[config.mk]
export PLATFORM = sky130hd
export DESIGN_NAME = plced_ram
export DESIGN_NICKNAME = d
export VERILOG_FILES = /design/src/hdl/per_link_cusum_excursion_detector_unit_assert.svh /design/src/hdl/plced_ram.sv
export SDC_FILE = /design/constraint.sdc
export NUM_CORES = 1
export LEC_CHECK = 0
export BUFFER_PORTS_ARGS = -buffer_cell sky130_fd_sc_hd__buf_2
export CORE_MARGIN = 1.5
export CORE_UTILIZATION = 60
export CTS_CLUSTER_SIZE = 24
export DETAILED_ROUTE_END_ITERATION = 16
export PLACE_DENSITY = 0.78
export SYNTH_ARGS = -nofsm -noshare
export SYNTH_HDL_FRONTEND = slang
export SYNTH_SLANG_ARGS = --single-unit
[constraint.sdc]
create_clock -name i_clk -period 4.76 [get_ports i_clk]
set_input_delay 0.952 -clock i_clk [delete_from_list [all_inputs] [get_ports i_clk]]
set_output_delay 0.952 -clock i_clk [all_outputs]
set_load 0.02 [all_outputs]
[src/hdl/per_link_cusum_excursion_detector_unit_assert.svh]
// Assertion macros shared by the detector RTL.
`ifndef PER_LINK_CUSUM_EXCURSION_DETECTOR_UNIT_ASSERT_SVH
`define PER_LINK_CUSUM_EXCURSION_DETECTOR_UNIT_ASSERT_SVH

// Checked at every clock edge outside reset.
`define PLCED_ASSERT_RUN(label, prop, msg) \
    label: assert property (@(posedge i_clk) disable iff (!i_rst_n) prop) \
        else $error(msg);

// Checked at every clock edge, reset included.
`define PLCED_ASSERT_ALWAYS(label, prop, msg) \
    label: assert property (@(posedge i_clk) prop) else $error(msg);

`endif

[src/hdl/plced_ram.sv]
// Generic single-clock RAM with one write port and one registered read port.
`default_nettype none

module plced_ram #(
    parameter int WIDTH = 8,
    parameter int DEPTH = 16,
    localparam int AW = (DEPTH > 1) ? $clog2(DEPTH) : 1
) (
    input  wire logic             i_clk,
    input  wire logic             i_we,
    input  wire logic [AW-1:0]    i_waddr,
    input  wire logic [WIDTH-1:0] i_wdata,
    input  wire logic             i_re,
    input  wire logic [AW-1:0]    i_raddr,
    output logic      [WIDTH-1:0] o_rdata
);

    logic [WIDTH-1:0] r_mem [DEPTH];
    logic [WIDTH-1:0] r_rdata;

    // A read at the address being written returns the old contents.
    always_ff @(posedge i_clk) begin
        if (i_we) begin
            r_mem[i_waddr] <= i_wdata;
        end
        if (i_re) begin
            r_rdata <= r_mem[i_raddr];
        end
    end

    assign o_rdata = r_rdata;

endmodule

`default_nettype wire
==> impl_metrics.toml, run 1 <==
[die]
die_h_um = 96.3
die_area_um2 = 9280
die_w_um = 96.3
core_area_um2 = 8340
core.rowCount = 33
initial_core_util = 0.627
pin_count = 27

[worst_hold_path]
holdPathEnd = "o_rdata[1]$_DFFE_PP_"
hold_class = "reg2reg"
holdPathStages = 3
min_from = "r_mem[12][1]$_DFFE_PP_"

[pwr]
p_per_area_nw_per_um2 = 456
seq_power_share = 0.497
p_comb_frac = 0.044
p_int_mw = 2.19
p_leak_nw = 2.00
ir_worst_vdd_v = 0.000289
power_mw = 2.73
clockPowerShare = 0.458
p_switching_mw = 0.543
swShare = 0.199

[place]
place_congestion = 0.739
hpwl_um = 5750
io_buffers = 26
dp_cells = 351

[synthesis]
synth_top_area_share = 0.781
yosys-top-cells-count = "edfxtp_1, mux4_2, a22oi_1"
syn_area_um2 = 5230
avgSynthCellArea_um2 = 22.8
postSynthCellCount = 229
synth-seq-cells = 136
synth-edff-count = 136
syn_nets = 248
postSynth.asyncResetShare = 0
synth.most_common_cell = "edfxtp_1"
synthDistinctLibCells = 18
ys_warn_count = 0
ys_top_cells_by_area = "edfxtp_1, mux4_2, mux4_1"
synth_top_area_cell = "edfxtp_1"
synthFlopType = "edfxtp_1"
synth-seq-area-share = 0.781

[layout]
layoutNonFillerInstCount = 383
antenna_cells = 0
area_growth_pct = 14.7
fillCellCount = 487
multiInputGateArea_um2 = 1070
drive_gt1_frac = 0.281
seqCellArea_um2 = 4080
fin_nets = 284

[run_status]
outcome = "complete, no violations"

[worst_setup_path]
cp_max_fo = 32
required_ps = 5020
arrival_ps = 2770
cpPeakStageDelay_ps = 750
cp_cell_sequence = "buf_2, mux4_1, a22oi_1, nand2_1"
worst_setup_path_start_kind = "input port"
regToRegEndpoint = "o_rdata[5]$_DFFE_PP_"
worstSetupEndpointType = "register"
r2r_cells = 3
worst_r2r_startpoint = "r_mem[1][5]$_DFFE_PP_"
cp_slowest_cell = "buf_2"
ff2ff_setup_slack_ps = 3250
worstSetupPathType = "in2reg"

[clock_network]
cts_buffer_depth = 2
postCtsSetupRepairBufs = 0
hold_buffers = 0
htreeDepth = 4
cts_buffers = 17
cts_resized = 0
cts_tree = "yes"
clk_pin_slew_ps = 60
clk_latency_ps = 520
cts-root-buf = "clkbuf_8"
cts_sinks = 136

[timing]
final_max_slew_viol_count = 0
worst_pin_slew_ps = 1170
fin_skew_ps = 9.18
rsz0062_at_grt = "false"
final.period_utilization = 0.528
max_clock_freq_ghz = 0.398
fin_setup_tns_ps = 0
setup_viol_count_final = 0
slew_headroom = 0.217
min_period_ps = 2510
hold_viol = 0

[drt]
vias = 2427
wl_um = 9800
wl_per_cell_um = 25.6
via_per_inst = 6.34
ant_nets = 0
drt_iter0_drc = 301
drc = 0
dr.pass1.iters = 6

[global_route]
grt_max_degree = 33
grt_first_pass_wirelength_um = 14500
grt_pass1_vias = 2453
top_usage_layer = "met2"
grt_use_met3 = 0.0640
use_met1 = 0.331
grt.met2_usage = 0.373
antenna_found_initial = 0
grt_use_total = 0.242
overflow = 0

[run]
drv_cap = 0
-- kinds of logic (layout without fill, tap and decap cells) --
| family | Yosys count | after routing | share of synthesized area |
|---|---|---|---|
| and+or+nand+nor | 35 | 35 | 0.0314 |
| buffers and inverters | 10 | 59 | 0.0165 |
| DFF | 136 | 136 | 0.781 |
| AOI/OAI and AO/OA | 16 | 16 | 0.0230 |
| muxes | 32 | 32 | 0.148 |
-- layer usage --
metal | vias up | part of all wire
met4 | 0 | 0.012
met3 | 7 | 0.078
met2 | 121 | 0.50
met1 | 1238 | 0.41
li1 | 1061 | -
met5 | - | 0
-- state kept, by name, summed over array words and instances (netlist names) --
signal   cells
o_rdata      8
r_mem      128
-- power by group through the flow --
stage	registers (mW)	clock network [mW]	logic, mW
after floorplan	1.39	0	0.0681
after global placement	1.38	0	0.117
after detailed placement	1.38	0	0.120
after CTS	1.36	1.27	0.122
after global routing	1.36	1.32	0.131
final	1.36	1.25	0.121
-- critical path, delay by kind of cell --
kind	cells	cell delay, ps
buffers and inverters	1	750
AO/OA/AOI/OAI	1	300
multiplexers	1	660
AND/OR/NAND/NOR	1	80
-- placed cells by master (no fill, tap or decap), drive strengths merged, types with 2 or more instances in the layout --
master and instances:
nand3b 2, a22oi 16, nor2 13, bufinv 3, buf 27, clkbuf 18, nor3 4, nand2 9
edfxtp 136, clkinv 8, clkinvlp 2, mux4 32, nand2b 2
-- final cells by class --
type                            count  share of cell area
Multi-Input combinational cell     83               0.178
Sequential cell                   136               0.681
Clock buffer                       18              0.0697
Tap cell                          105              0.0219
Clock inverter                     14              0.0261
Timing Repair Buffer               27              0.0230
-- per-stage QoR --
step	area [um2]	setup WS (ps)	util	hold WS, ps
after global placement	5420	1720	0.650	721
after CTS	5990	2260	0.719	747
after detailed placement	5420	1710	0.650	726
final	5990	2250	0.719	745
after global routing	5990	2130	0.719	786
after floorplan	5230	2320	-	705
-- worst max-delay path by stage --
stage                    start  depth (start not counted)  slack (ps)               endpoint
floorplan           i_waddr[2]                          2        2320  r_mem[0][0]$_DFFE_PP_
global placement    i_raddr[0]                          4        1720   o_rdata[5]$_DFFE_PP_
detailed placement  i_raddr[0]                          4        1710   o_rdata[5]$_DFFE_PP_
CTS                 i_raddr[0]                          4        2260   o_rdata[5]$_DFFE_PP_
global route        i_raddr[0]                          4        2130   o_rdata[5]$_DFFE_PP_
finish              i_raddr[0]                          4        2250   o_rdata[5]$_DFFE_PP_
Note: power is estimated with default switching activity, not from simulation.
==> run 2: changes to the inputs <==
Settings changed: ABC_AREA from default to 1, CORE_UTILIZATION 60 to 55, PLACE_DENSITY 0.78 to 0.75.
Clock period 4.76 ns to 2.2 ns, I/O delays scaled along.
==> impl_metrics.toml, run 2 <==
[run_status]
outcome = "complete, no violations"

[global_route]
grt_use_total = 0.245
grt_max_degree = 65
overflow = 0
antenna_found_initial = 0
grt_pass1_vias = 3739
grt_first_pass_wirelength_um = 19700

[worst_setup_path]
cp_cell_sequence = "buf_2"
required_ps = 1760
arrival_ps = 1150
cp_slowest_cell = "edfxtp_1"
worst_r2r_startpoint = "r_mem[1][2]$_DFFE_PP_"
worstSetupPathType = "reg2out"
worst_setup_path_start_kind = "register"
cpPeakStageDelay_ps = 440
startpoint = "o_rdata[5]$_DFFE_PP_"
worstSetupEndpointType = "primary output"
cp_top_family = "flip-flops"
crit_buf_inv = 1
cp_max_fo = 1

[synthesis]
synth.most_common_cell = "nand2_1"
synth-seq-area-share = 0.698
postSynth.asyncResetShare = 0
ys_warn_count = 0
synth-edff-count = 136
yosys-top-cells-count = "nand2_1, edfxtp_1, inv_1"
syn_nets = 570
avgSynthCellArea_um2 = 10.6
synthDistinctLibCells = 11
synth_top_area_cell = "edfxtp_1"
synth-seq-cells = 136
ys_top_cells_by_area = "edfxtp_1, nand2_1, nand3_1"
syn_area_um2 = 5850
postSynthCellCount = 551
synth_top_area_share = 0.698
synthFlopType = "edfxtp_1"

[pwr]
p_per_area_nw_per_um2 = 876
p_leak_nw = 2.91
power_mw = 5.86
ir_worst_vdd_v = 0.000444

[layout]
largest_register_ffs = 128
fin_util = 0.648
final_cell_mix = "nand2_1, edfxtp_1, inv_1"
layout_commonest_cell = "nand2_1"
fin_nets = 613
drive_gt1_frac = 0.125
layoutNonFillerInstCount = 743
multiInputGateArea_um2 = 1210
area_growth_pct = 14.5
antenna_cells = 0
top_register = "r_mem"
fillCellCount = 808
seqCellArea_um2 = 4080

[clock_network]
clk_latency_ps = 520
cts_buffer_depth = 2
cts_tree = "yes"
cts_sinks = 136
postCtsSetupRepairBufs = 0
cts_resized = 0
hold_buffers = 0
htreeDepth = 4
cts_buffers = 17
clk_pin_slew_ps = 60
cts-root-buf = "clkbuf_8"

[die]
die_h_um = 106
core.rowCount = 37
core_area_um2 = 10300
die_w_um = 106
initial_core_util = 0.566
die_area_um2 = 11300
pin_count = 27

[timing]
setup_viol_count_final = 0
fin_skew_ps = 7.05
min_period_ps = 1590
rsz0062_at_grt = "false"
final.period_utilization = 0.724
max_clock_freq_ghz = 0.628
hold_viol = 0
worst_pin_slew_ps = 606
holdWs_ps = 285
final_max_slew_viol_count = 0
fin_setup_tns_ps = 0
slew_headroom = 0.596

[place]
place_congestion = 0.851
io_buffers = 26
dp_cells = 711
hpwl_um = 7760

[worst_hold_path]
hold_class = "in2reg"
min_from = "i_re"

[drt]
dr.pass1.iters = 5
vias = 3932
wl_um = 12700
drc = 0
wl_per_cell_um = 17.0
ant_nets = 0
drt_iter0_drc = 336
via_per_inst = 5.29

[run]
drv_cap = 0
[run 2: logic make-up after synthesis]
logic type / Yosys count / share of synthesized area
flops: 136 / 0.698
simple gates: 289 / 0.208
buf+inv: 126 / 0.0939
[run 2: worst reg2reg max path: stages (launching register included)]
cell	delay, ps
edfxtp_1	370
inv_1	60
nand2_1	40
nand3_1	90
nand3_1	130
nand3_1	190
nand2_1	70
[run 2: metal layers]
layer,GRT usage,wire length [um],vias up
li1,-,-,1870
met1,0.323,5170,1857
met2,0.387,6160,185
met3,0.0638,1060,20
met4,0.107,271,0
met5,0,0,-
[run 2: cell type report]
type,instances,area share
sequential,136,0.610
multi-input combinational,289,0.181
clock buffer,20,0.0636
inverter,102,0.0572
timing repair buffer,48,0.0460
tap,136,0.0254
clock inverter,12,0.0163
[run 2: power breakdown]
part           switching (mW)  internal (mW)
sequential             0.0196           2.92
combinational           0.255          0.102
clock                   0.983           1.58
total                    1.26           4.61
[run 2: stage by stage]
stage               instance area [um2]  setup slack, ps
floorplan                          5850              809
global placement                   6160              489
detailed placement                 6160              482
CTS                                6690              610
global route                       6690              578
finish                             6690              607
[run 2: final timing paths]
check / end / slack [ps] / cells past startpoint
setup / recovery: o_rdata[5] / 610 / 1
hold / removal: o_rdata[1]$_DFFE_PP_ / 290 / 1
setup reg to reg: o_rdata[2]$_DFFE_PP_ / 1000 / 6
hold reg to reg: o_rdata[2]$_DFFE_PP_ / 730 / 6
